===== src/design/rts_pkg.sv =====
// Package for the reserving task scheduler: table size, operation codes,
// controller states and the command/status structs between controller and datapath.
// No dependencies.
`default_nettype none

package rts_pkg;

  localparam int NUM_TASKS = 8;
  localparam int TASK_W    = $clog2(NUM_TASKS);
  localparam int IDX_W     = 3;

  // operation codes (s_tuser)
  localparam logic [2:0] OP_SCHED       = 3'd0;
  localparam logic [2:0] OP_SET_EVENT   = 3'd1;
  localparam logic [2:0] OP_SET_LATENCY = 3'd2;
  localparam logic [2:0] OP_SET_RESERVE = 3'd3;
  localparam logic [2:0] OP_SET_NEXT    = 3'd4;

  // configuration register indexes
  localparam logic CFG_IDLE_LIMIT = 1'b0;
  localparam logic CFG_TICK_SHIFT = 1'b1;

  localparam logic [30:0] IDLE_LIMIT_RESET = 31'd60000;
  localparam int          RES_CLK_W        = 8 + 15;

  localparam logic signed [33:0] S32_MAX = 34'sh0_7FFF_FFFF;
  localparam logic signed [33:0] S32_MIN = -34'sh0_8000_0000;

  typedef enum logic [1:0] {
    ST_IDLE,
    ST_AGE,
    ST_BLOCK,
    ST_OUT
  } state_t;

  typedef struct packed {
    logic accept;
    logic age;
    logic block;
    logic publish;
  } cmd_t;

  typedef struct packed {
    logic sched_op;
    logic age_last;
    logic block_done;
    logic out_free;
  } status_t;

  function automatic logic signed [31:0] sat32(input logic signed [33:0] v);
    logic signed [31:0] r;
    if (v > S32_MAX) begin
      r = 32'sh7FFF_FFFF;
    end else if (v < S32_MIN) begin
      r = 32'sh8000_0000;
    end else begin
      r = v[31:0];
    end
    return r;
  endfunction

endpackage

`default_nettype wire


===== src/design/rts_ctrl.sv =====
// Controller state machine of the reserving task scheduler.
// Depends on rts_pkg; drives commands into rts_dp and reads its status.
`default_nettype none

module rts_ctrl import rts_pkg::*; (
  input  wire logic    clk,
  input  wire logic    rst,
  input  wire logic    s_tvalid,
  output logic         s_tready,
  input  wire status_t status,
  output cmd_t         cmd
);

  state_t state;
  state_t state_next;

  always_ff @(posedge clk) begin
    if (rst) begin
      state <= ST_IDLE;
    end else begin
      state <= state_next;
    end
  end

  always_comb begin
    state_next = state;
    case (state)
      ST_IDLE: begin
        if (s_tvalid && status.sched_op) state_next = ST_AGE;
      end
      ST_AGE: begin
        if (status.age_last) state_next = ST_BLOCK;
      end
      ST_BLOCK: begin
        if (status.block_done) state_next = ST_OUT;
      end
      ST_OUT: begin
        if (status.out_free) state_next = ST_IDLE;
      end
      default: state_next = ST_IDLE;
    endcase
  end

  always_comb begin
    s_tready    = 1'b0;
    cmd         = '0;
    case (state)
      ST_IDLE: begin
        s_tready   = 1'b1;
        cmd.accept = s_tvalid;
      end
      ST_AGE:   cmd.age     = 1'b1;
      ST_BLOCK: cmd.block   = 1'b1;
      ST_OUT:   cmd.publish = status.out_free;
      default: ;
    endcase
  end

endmodule

`default_nettype wire


===== src/design/rts_dp.sv =====
// Datapath of the reserving task scheduler: task table, config registers,
// scan counter, selection registers and the output beat register.
// Depends on rts_pkg; sequenced by rts_ctrl.
`default_nettype none

module rts_dp import rts_pkg::*; (
  input  wire logic        clk,
  input  wire logic        rst,
  input  wire cmd_t        cmd,
  output status_t          status,
  input  wire logic        cfg_we,
  input  wire logic        cfg_addr,
  input  wire logic [30:0] cfg_wdata,
  input  wire logic [79:0] s_tdata,
  input  wire logic [2:0]  s_tuser,
  output logic             m_tvalid,
  input  wire logic        m_tready,
  output logic [39:0]      m_tdata,
  output logic             m_tuser
);

  logic [30:0] idle_limit;
  logic [3:0]  tick_shift;

  logic [7:0]         ev  [NUM_TASKS];
  logic [7:0]         lat [NUM_TASKS];
  logic [7:0]         rsv [NUM_TASKS];
  logic signed [31:0] cd  [NUM_TASKS];

  logic [TASK_W-1:0]  cnt;
  logic [TASK_W-1:0]  sel;
  logic               found;
  logic signed [31:0] nxt;
  logic [7:0]         sel_res;
  logic [15:0]        timer;

  logic               out_found;
  logic [IDX_W-1:0]   out_sel;
  logic signed [31:0] out_next;

  // input beat fields
  logic [IDX_W-1:0]   in_idx;
  logic [7:0]         in_event;
  logic [7:0]         in_latency;
  logic [7:0]         in_reserve;
  logic signed [31:0] in_delay;
  logic [15:0]        in_timer;
  logic [TASK_W-1:0]  wr_idx;
  logic               idx_ok;

  assign in_idx     = s_tdata[2:0];
  assign in_event   = s_tdata[10:3];
  assign in_latency = s_tdata[18:11];
  assign in_reserve = s_tdata[26:19];
  assign in_delay   = s_tdata[58:27];
  assign in_timer   = s_tdata[74:59];
  assign wr_idx     = TASK_W'(in_idx);
  assign idx_ok     = 32'(in_idx) < NUM_TASKS;

  // current scan entry
  logic signed [31:0]       aged;
  logic                     cur_active;
  logic [RES_CLK_W-1:0]     res_clk;
  logic                     hit;

  assign aged       = sat32(34'(cd[cnt]) - $signed({18'd0, timer}));
  assign cur_active = ev[cnt] != 8'd0;
  assign res_clk    = RES_CLK_W'(sel_res) << tick_shift;
  assign hit        = cur_active &&
                      ((lat[cnt] < sel_res) ||
                       (cd[cnt] < $signed({{(32 - RES_CLK_W){1'b0}}, res_clk})));

  assign status.sched_op   = s_tuser == OP_SCHED;
  assign status.age_last   = cnt == '0;
  assign status.block_done = !found || (cnt == sel) || hit;
  assign status.out_free   = !m_tvalid || m_tready;

  always_ff @(posedge clk) begin
    if (rst) begin
      idle_limit <= IDLE_LIMIT_RESET;
      tick_shift <= '0;
    end else if (cfg_we) begin
      case (cfg_addr)
        CFG_IDLE_LIMIT: idle_limit <= cfg_wdata;
        CFG_TICK_SHIFT: tick_shift <= cfg_wdata[3:0];
        default: ;
      endcase
    end
  end

  always_ff @(posedge clk) begin
    if (rst) begin
      for (int i = 0; i < NUM_TASKS; i++) begin
        ev[i]  <= '0;
        lat[i] <= '0;
        rsv[i] <= '0;
        cd[i]  <= '0;
      end
    end else if (cmd.accept && idx_ok) begin
      case (s_tuser)
        OP_SET_EVENT:   ev[wr_idx]  <= in_event;
        OP_SET_LATENCY: lat[wr_idx] <= in_latency;
        OP_SET_RESERVE: rsv[wr_idx] <= in_reserve;
        OP_SET_NEXT:    cd[wr_idx]  <= sat32(34'(in_delay) + $signed({18'd0, in_timer}));
        default: ;
      endcase
    end else if (cmd.age) begin
      cd[cnt] <= aged;
    end
  end

  // scan and selection
  always_ff @(posedge clk) begin
    if (cmd.accept) begin
      cnt     <= TASK_W'(NUM_TASKS - 1);
      timer   <= in_timer;
      nxt     <= $signed({1'b0, idle_limit});
      sel     <= '0;
      sel_res <= '0;
    end else if (cmd.age) begin
      if (ev[cnt] != 8'd0) begin
        if (aged <= nxt) begin
          nxt     <= aged;
          sel     <= cnt;
          sel_res <= rsv[cnt];
        end else if (aged <= 32'sd0) begin
          sel     <= cnt;
          sel_res <= rsv[cnt];
        end
      end
      if (cnt != '0) cnt <= cnt - 1'b1;
    end else if (cmd.block) begin
      if (found && (cnt != sel) && hit) begin
        sel <= cnt;
        nxt <= cd[cnt];
      end
      cnt <= cnt + 1'b1;
    end
  end

  always_ff @(posedge clk) begin
    if (rst) begin
      found <= 1'b0;
    end else if (cmd.accept) begin
      found <= 1'b0;
    end else if (cmd.age && (ev[cnt] != 8'd0) && ((aged <= nxt) || (aged <= 32'sd0))) begin
      found <= 1'b1;
    end
  end

  // output beat register
  always_ff @(posedge clk) begin
    if (rst) begin
      m_tvalid <= 1'b0;
    end else if (cmd.publish) begin
      m_tvalid <= 1'b1;
    end else if (m_tready) begin
      m_tvalid <= 1'b0;
    end
  end

  always_ff @(posedge clk) begin
    if (cmd.publish) begin
      out_found <= found;
      out_sel   <= found ? IDX_W'(sel) : '0;
      out_next  <= nxt;
    end
  end

  assign m_tdata = {5'd0, out_next, out_sel};
  assign m_tuser = out_found;

endmodule

`default_nettype wire


===== src/design/reserving_task_scheduler_unit.sv =====
// Reserving task scheduler, top level: stream ports, config write port,
// controller (rts_ctrl) and datapath (rts_dp). Depends on rts_pkg.
//
// Write operations (set event, latency, reserve, next delay) complete in the
// cycle their beat is taken and return nothing. A schedule beat walks the
// eight-entry task table twice through one entry port: an aging pass from the
// top index down and a blocking pass from index 0 up to the chosen task, then
// loads the result register, waiting for it to free.
// Only one item is in flight; s_tready is high while the scheduler is idle.
`default_nettype none

module reserving_task_scheduler_unit import rts_pkg::*; (
  input  wire logic        clk,
  input  wire logic        rst,
  input  wire logic        cfg_we,
  input  wire logic        cfg_addr,
  input  wire logic [30:0] cfg_wdata,
  input  wire logic        s_tvalid,
  output logic             s_tready,
  // [2:0] task slot, [10:3] event_code, [18:11] latency_value,
  // [26:19] reserve_value, [58:27] delay_clocks, [74:59] timer_now, rest zero
  input  wire logic [79:0] s_tdata,
  // [2:0] operation
  input  wire logic [2:0]  s_tuser,
  output logic             m_tvalid,
  input  wire logic        m_tready,
  // [2:0] selected_task, [34:3] next_event_clocks, rest zero
  output logic [39:0]      m_tdata,
  // [0] task_found
  output logic             m_tuser
);

  cmd_t    cmd;
  status_t status;

  rts_ctrl u_ctrl (
    .clk      (clk),
    .rst      (rst),
    .s_tvalid (s_tvalid),
    .s_tready (s_tready),
    .status   (status),
    .cmd      (cmd)
  );

  rts_dp u_dp (
    .clk       (clk),
    .rst       (rst),
    .cmd       (cmd),
    .status    (status),
    .cfg_we    (cfg_we),
    .cfg_addr  (cfg_addr),
    .cfg_wdata (cfg_wdata),
    .s_tdata   (s_tdata),
    .s_tuser   (s_tuser),
    .m_tvalid  (m_tvalid),
    .m_tready  (m_tready),
    .m_tdata   (m_tdata),
    .m_tuser   (m_tuser)
  );

endmodule

`default_nettype wire


===== config.mk =====
export PLATFORM = sky130hd
export DESIGN_NAME = reserving_task_scheduler_unit
export DESIGN_NICKNAME = d
export VERILOG_FILES = /design/src/design/rts_pkg.sv /design/src/design/rts_ctrl.sv /design/src/design/rts_dp.sv /design/src/design/reserving_task_scheduler_unit.sv
export SDC_FILE = /design/constraint.sdc
export NUM_CORES = 1
export LEC_CHECK = 0
export ABC_AREA = 1
export BUFFER_PORTS_ARGS = -buffer_cell sky130_fd_sc_hd__buf_4
export CELL_PAD_IN_SITES_DETAIL_PLACEMENT = 1
export CELL_PAD_IN_SITES_GLOBAL_PLACEMENT = 2
export CORE_AREA = 2 2 202 402
export DETAILED_ROUTE_END_ITERATION = 7
export DIE_AREA = 0 0 204 404
export PLACE_DENSITY = 0.79
export SLEW_MARGIN = 20
export SYNTH_ARGS = -nofsm -noshare
export SYNTH_HDL_FRONTEND = slang
export SYNTH_HIERARCHICAL = 1
export SYNTH_SLANG_ARGS = --single-unit

===== constraint.sdc =====
create_clock -name clk -period 7.7 [get_ports clk]
set_clock_uncertainty 0.05 [all_clocks]
set_input_delay 1.54 -clock clk [delete_from_list [all_inputs] [get_ports clk]]
set_output_delay 1.54 -clock clk [all_outputs]
set_load 0.005 [all_outputs]

; ---- Word-level counts from Yosys, hierarchy flattened
; Memory sizes are Yosys's and may differ from the RTL's. A register that Yosys moved wholly into a read port is not among the register bits.
; Index checks and enable logic that the tools add are counted.
[totals]
n_memories = 4
word_cells = 170
out_inout_bits = 43
inputBits = 120
ram_bits = 448
register_bits = 137
[op_classes]
n_reduce_logical = 38
shift = 1
n_lt_le_gt_ge = 8
muxes = 81
bitwise_logic = 1
add_sub_neg = 4
eq_ne = 19
[memory_table]
columns = memory, depth, width, read_ports, rd_clocked_by_memory_dff, write_ports, line
row1 = u_dp.cd, 8, 32, 1, 1, 8, rts_dp.sv:28  ; logic signed [31:0] cd [NUM_TASKS];
row2 = u_dp.ev, 8, 8, 1, 1, 8, rts_dp.sv:25  ; logic [7:0] ev [NUM_TASKS];
row3 = u_dp.lat, 8, 8, 1, 1, 8, rts_dp.sv:26  ; logic [7:0] lat [NUM_TASKS];
row4 = u_dp.rsv, 8, 8, 1, 1, 8, rts_dp.sv:27  ; logic [7:0] rsv [NUM_TASKS];
[ops]
columns = operator, n
row1 = two-way mux 32 bit, 14
row2 = > comparator 34 x 32 -> 1 bit (second input constant), 2
row3 = < comparator 34 x 32 -> 1 bit (second input constant), 2
row4 = two-way mux 3 bit, 22
row5 = OR reduction 32 bit, 2
row6 = two-way mux 8 bit, 5
row7 = two-way mux 1 bit, 34
row8 = adder 32 x 17 -> 33 bit, 1
row9 = subtractor 32 x 17 -> 33 bit, 1
row10 = less-or-equal comparator 32 x 1 -> 1 bit (second input constant), 1
row11 = less-or-equal comparator 32 bit, 1
row12 = < comparator 32 x 24 -> 1 bit, 1
row13 = two-way mux 31 bit, 1
row14 = OR reduction 8 bit, 3
row15 = << shifter 8 x 4 -> 23 bit, 1
row16 = AND reduction 4 bit, 4
row17 = inequality test 2 bit (second input constant), 5
row18 = inequality test 3 bit (second input constant), 3
row19 = nonzero test 3 bit, 3
row20 = < comparator 8 bit, 1
row21 = two-way mux 2 bit, 4
row22 = one-hot mux 2 bit (4 select lines), 1
row23 = nonzero test 2 bit, 4
row24 = nonzero test 8 bit, 1
row25 = other kinds (19), 35

; ---- Logic depth before layout (Yosys ltp)
[depth]
word_depth = 9
depth_mapped = 47

; ---- By module
; Netlist, hierarchy kept.
[modules_own_cells]
columns = module, cells_per_inst, area_per_inst_um2, seq_area_each_um2, instances
row1 = rts_dp, 3480, 30480.5, 17046.3, 1
row2 = rts_ctrl, 35, 225.2, 40.0, 1

; ---- Worst setup path before layout
; No wires, ideal clock.
[synth_timing]
path_type = reg2reg
start = reg (tool-made name)
end = reg u_dp.nxt[0], enable pin
n_path_buf = 8
required_time_ns = 7.178
t_arrival_ns = 5.975
path_stages_with_launch = 40
period_less_slack_ns = 6.497
path_slack_ns = 1.203
cell_sequence = dfxtp_1 > buf_6 > buf_4 > clkbuf_1 > clkbuf_1 > clkbuf_1 > nor2_1 > nor2_1 > o21ai_0 > a31oi_1 > ha_1 > a21oi_1 > o21ai_0 > nand2_1 > nand2_1 > a21oi_1 > nand3_2 > o21bai_4 > (+4 left out) > nand2_1 > inv_1 > ha_1 > nand2_1 > inv_1 > nand3_1 > nor3_1 > nand3_1 > nor3_1 > a21boi_0 > o221ai_1 > nand2_1 > o21ai_0 > nand2_1 > nor2_1 > inv_1 > nand2_1 > nand2_1
[synth_rtl]
columns = element, line
row1 = end signal: assignment, rts_dp.sv:117  ; nxt <= $signed({1'b0, idle_limit});
row2 = end signal: assignment, rts_dp.sv:123  ; nxt <= aged;
row3 = end signal: assignment, rts_dp.sv:135  ; nxt <= cd[cnt];
row4 = end: declaration, rts_dp.sv:33  ; logic signed [31:0] nxt;

==> run metrics <==
relative slew slack=23.7%; Reg clk slew, reported paths=0.07 ns; Min-Delay Endpoint=u_dp/out_next[9]; Final ANT Viol Nets=0; CP startpoint kind=flop; VDD IR-drop max=0.216 mV; diode count=0; Avg WL per Cell=24.7 um; Die Wd=204 um; worst slew pin tran=1.13 ns; share of cells above drive strength 1=9.96%; Synth area leaders=edfxtp_1, nand2_1, nor2_1, inv_1, ha_1; leak pwr=0.0152 uW; Clk Tree Root Cell=clkbuf_16; Synth Flop Type=edfxtp_1; CP endpoint kind=flop; min-delay worst type=reg2reg; EDFF count, synth=531; gp weighted congestion=0.898; global route total overflow=0; R2R Path End=u_dp/nxt[12]; cell mode on critical path=nor2_1; status=complete, no violations; top-area cell type share of the netlist area=51.9%; Port-buffer cells=152; total CTS buffers=56; worst reg-to-reg path cell count=30; start point of the worst hold path=u_dp/nxt[9]; final hold viol count=0; initial antenna violation count=0; CTS Buffer Depth=3; Fmax=143 MHz; final worst setup slack=0.694 ns; post-synthesis sequential area ratio=55.6%; core area=79300 um2; Worst-Skew Late Latency=0.67 ns; fill cell count=9299; CP max-delay cell=a31oi_1; Die ar.=82400 um2; Yosys Warn Count=6; worst hold margin=0.409 ns; Critical Path RT=8.02 ns; RSZ-0062 raised after global routing=no; r2r setup slk=0.69 ns; crit-path max FO=120; via/cell ratio=5.38; DR iter-0 viols=1285; Avg Inst Size Synth=8.74 um2; Layout area overhead=14.7%; Post-Synthesis Cells=3515; Netlist cell types=56; cts repair resizes=0; Slew Limit Fails=0; most frequent cells in the layout=nand2_1, nor2_1, edfxtp_1; Die H=404 um; cts hold-fix bufs=0; number of top-level pins=163; fin crit period=7.01 ns; largest net degree at the start of global routing=121; storage element area=17100 um2; commonest non-fill, non-tap cell in the layout=nand2_1; Global Route Usage Sum=28.5%; hold path cells=0; Worst EP arrival=7.33 ns; first-pass GRT wire length=171 mm; setup tns final=0 ns; vias in the first global route=27500; Setup WS pre-CTS=0.758 ns; multi-input logic area=11600 um2; Setup-failing EPs final=0; DP HPWL=87.0 mm; setup repair bufs after CTS=0; FFs w/ async S/R, synth=0%; # DRC=0; Power Density=409 nW/um2; std cell rows=146; Initial Utilization=38.7%; dominant cell type by area after synthesis=edfxtp_1; max incr delay on CP=0.44 ns; total of max-cap violations=0; CTS tree=done; Layout Nets=3887; Vias=25500; DRT Wirelength=118 mm; fin crit share=91.0%; Yosys reg bits=588; mapped cell area=30700 um2; WS Path Type=reg2reg; DRT Pass-1 Iters=5; sink count of the clock tree=588; H-tree levels=2
kinds of logic after synthesis:
group	after synthesis	synth area share, %
adders and majority gates	101	4.19
buffers and inverters	501	6.57
and+or+nand+nor	1716	22.3
muxes	2	0.0652
AOI/OAI and AO/OA	564	10.1
xor gates and xnor gates	42	1.20
DFF	588	55.6
other	1	0.0122
per-stage QoR:
step / utilization (%) / instances / cell area [um2] / total power (uW)
finish: 44.4 / 4749 / 35200 / 14400
global route: 44.4 / 4749 / 35200 / 15200
CTS: 44.4 / 4749 / 35200 / 14500
detailed placement: 41.9 / 4644 / 33200 / 11400
global placement: 41.9 / 4644 / 33200 / 11200
floorplan: - / 3519 / 30700 / 8080
synthesized netlist by cell type (all sizes together) (17+ instances only):
library cell  count
buf              45
nand3           161
a31oi            27
ha               98
xor2             30
o22ai            32
dfxtp            57
o21ai           259
nand2           771
edfxtp          531
inv             348
nor3             34
o211ai           17
nor2            714
a21oi           197
clkbuf          107
final cells by class:
type                    count  share of cell area, %
clock buffers              64                   4.12
multi-input cells        2430                   33.1
inverters                 349                   3.73
clock inverters            41                   1.51
repair buffers            241                   5.38
flip-flops and latches    588                   48.5
well taps                1036                   3.68
worst max path at each step:
stage / from / end / slack [ns]
final: flop / u_dp/nxt[12] / 0.69
after global routing: flop / u_dp/nxt[12] / 0.17
after CTS: flop / u_dp/nxt[12] / 0.71
after global placement: flop / u_dp/nxt[10] / 0.82
after floorplan: flop / u_dp/nxt[0] / 1.20
after detailed placement: flop / u_dp/nxt[10] / 0.76
critical path, delay by kind of cell (launching register included):
family          cells  cell delay [ns]
compound gates     12             2.96
simple gates       12             1.41
buf+inv             4             1.14
fa+ha+maj           2             0.64
flops               1             0.37
metal layers:
layer / global-route usage (%) / share of wire, % / vias up
met2: 54.8 / 54 / 614
met4: 22.2 / 9.2 / 0
met1: 27.3 / 34 / 12700
li1: - / - / 12000
met5: 0 / 0 / -
met3: 2.54 / 3.3 / 262
registers in the layout (all words and copies together) (netlist names), named ones only:
register and cells:
u_dp/m_tuser 1, u_dp/lat 64, u_dp/sel 3, u_dp/idle_limit 31
u_ctrl/state 2, u_dp/nxt 32, u_dp/cnt 3, u_dp/timer 16
u_dp/rsv 64, u_dp/cd 256, u_dp/out_next 32, u_dp/m_tvalid 1
u_dp/tick_shift 4, u_dp/found 1, u_dp/sel_res 8, u_dp/out_sel 3
u_dp/ev 64
where the power goes:
part           switching (uW)  internal [uW]  leakage, uW
clock                    1310           1710     0.000953
combinational            5180           2120      0.00832
sequential                192           3890      0.00589
total                    6680           7720       0.0152
No activity file was read; power rests on OpenSTA's default activity.
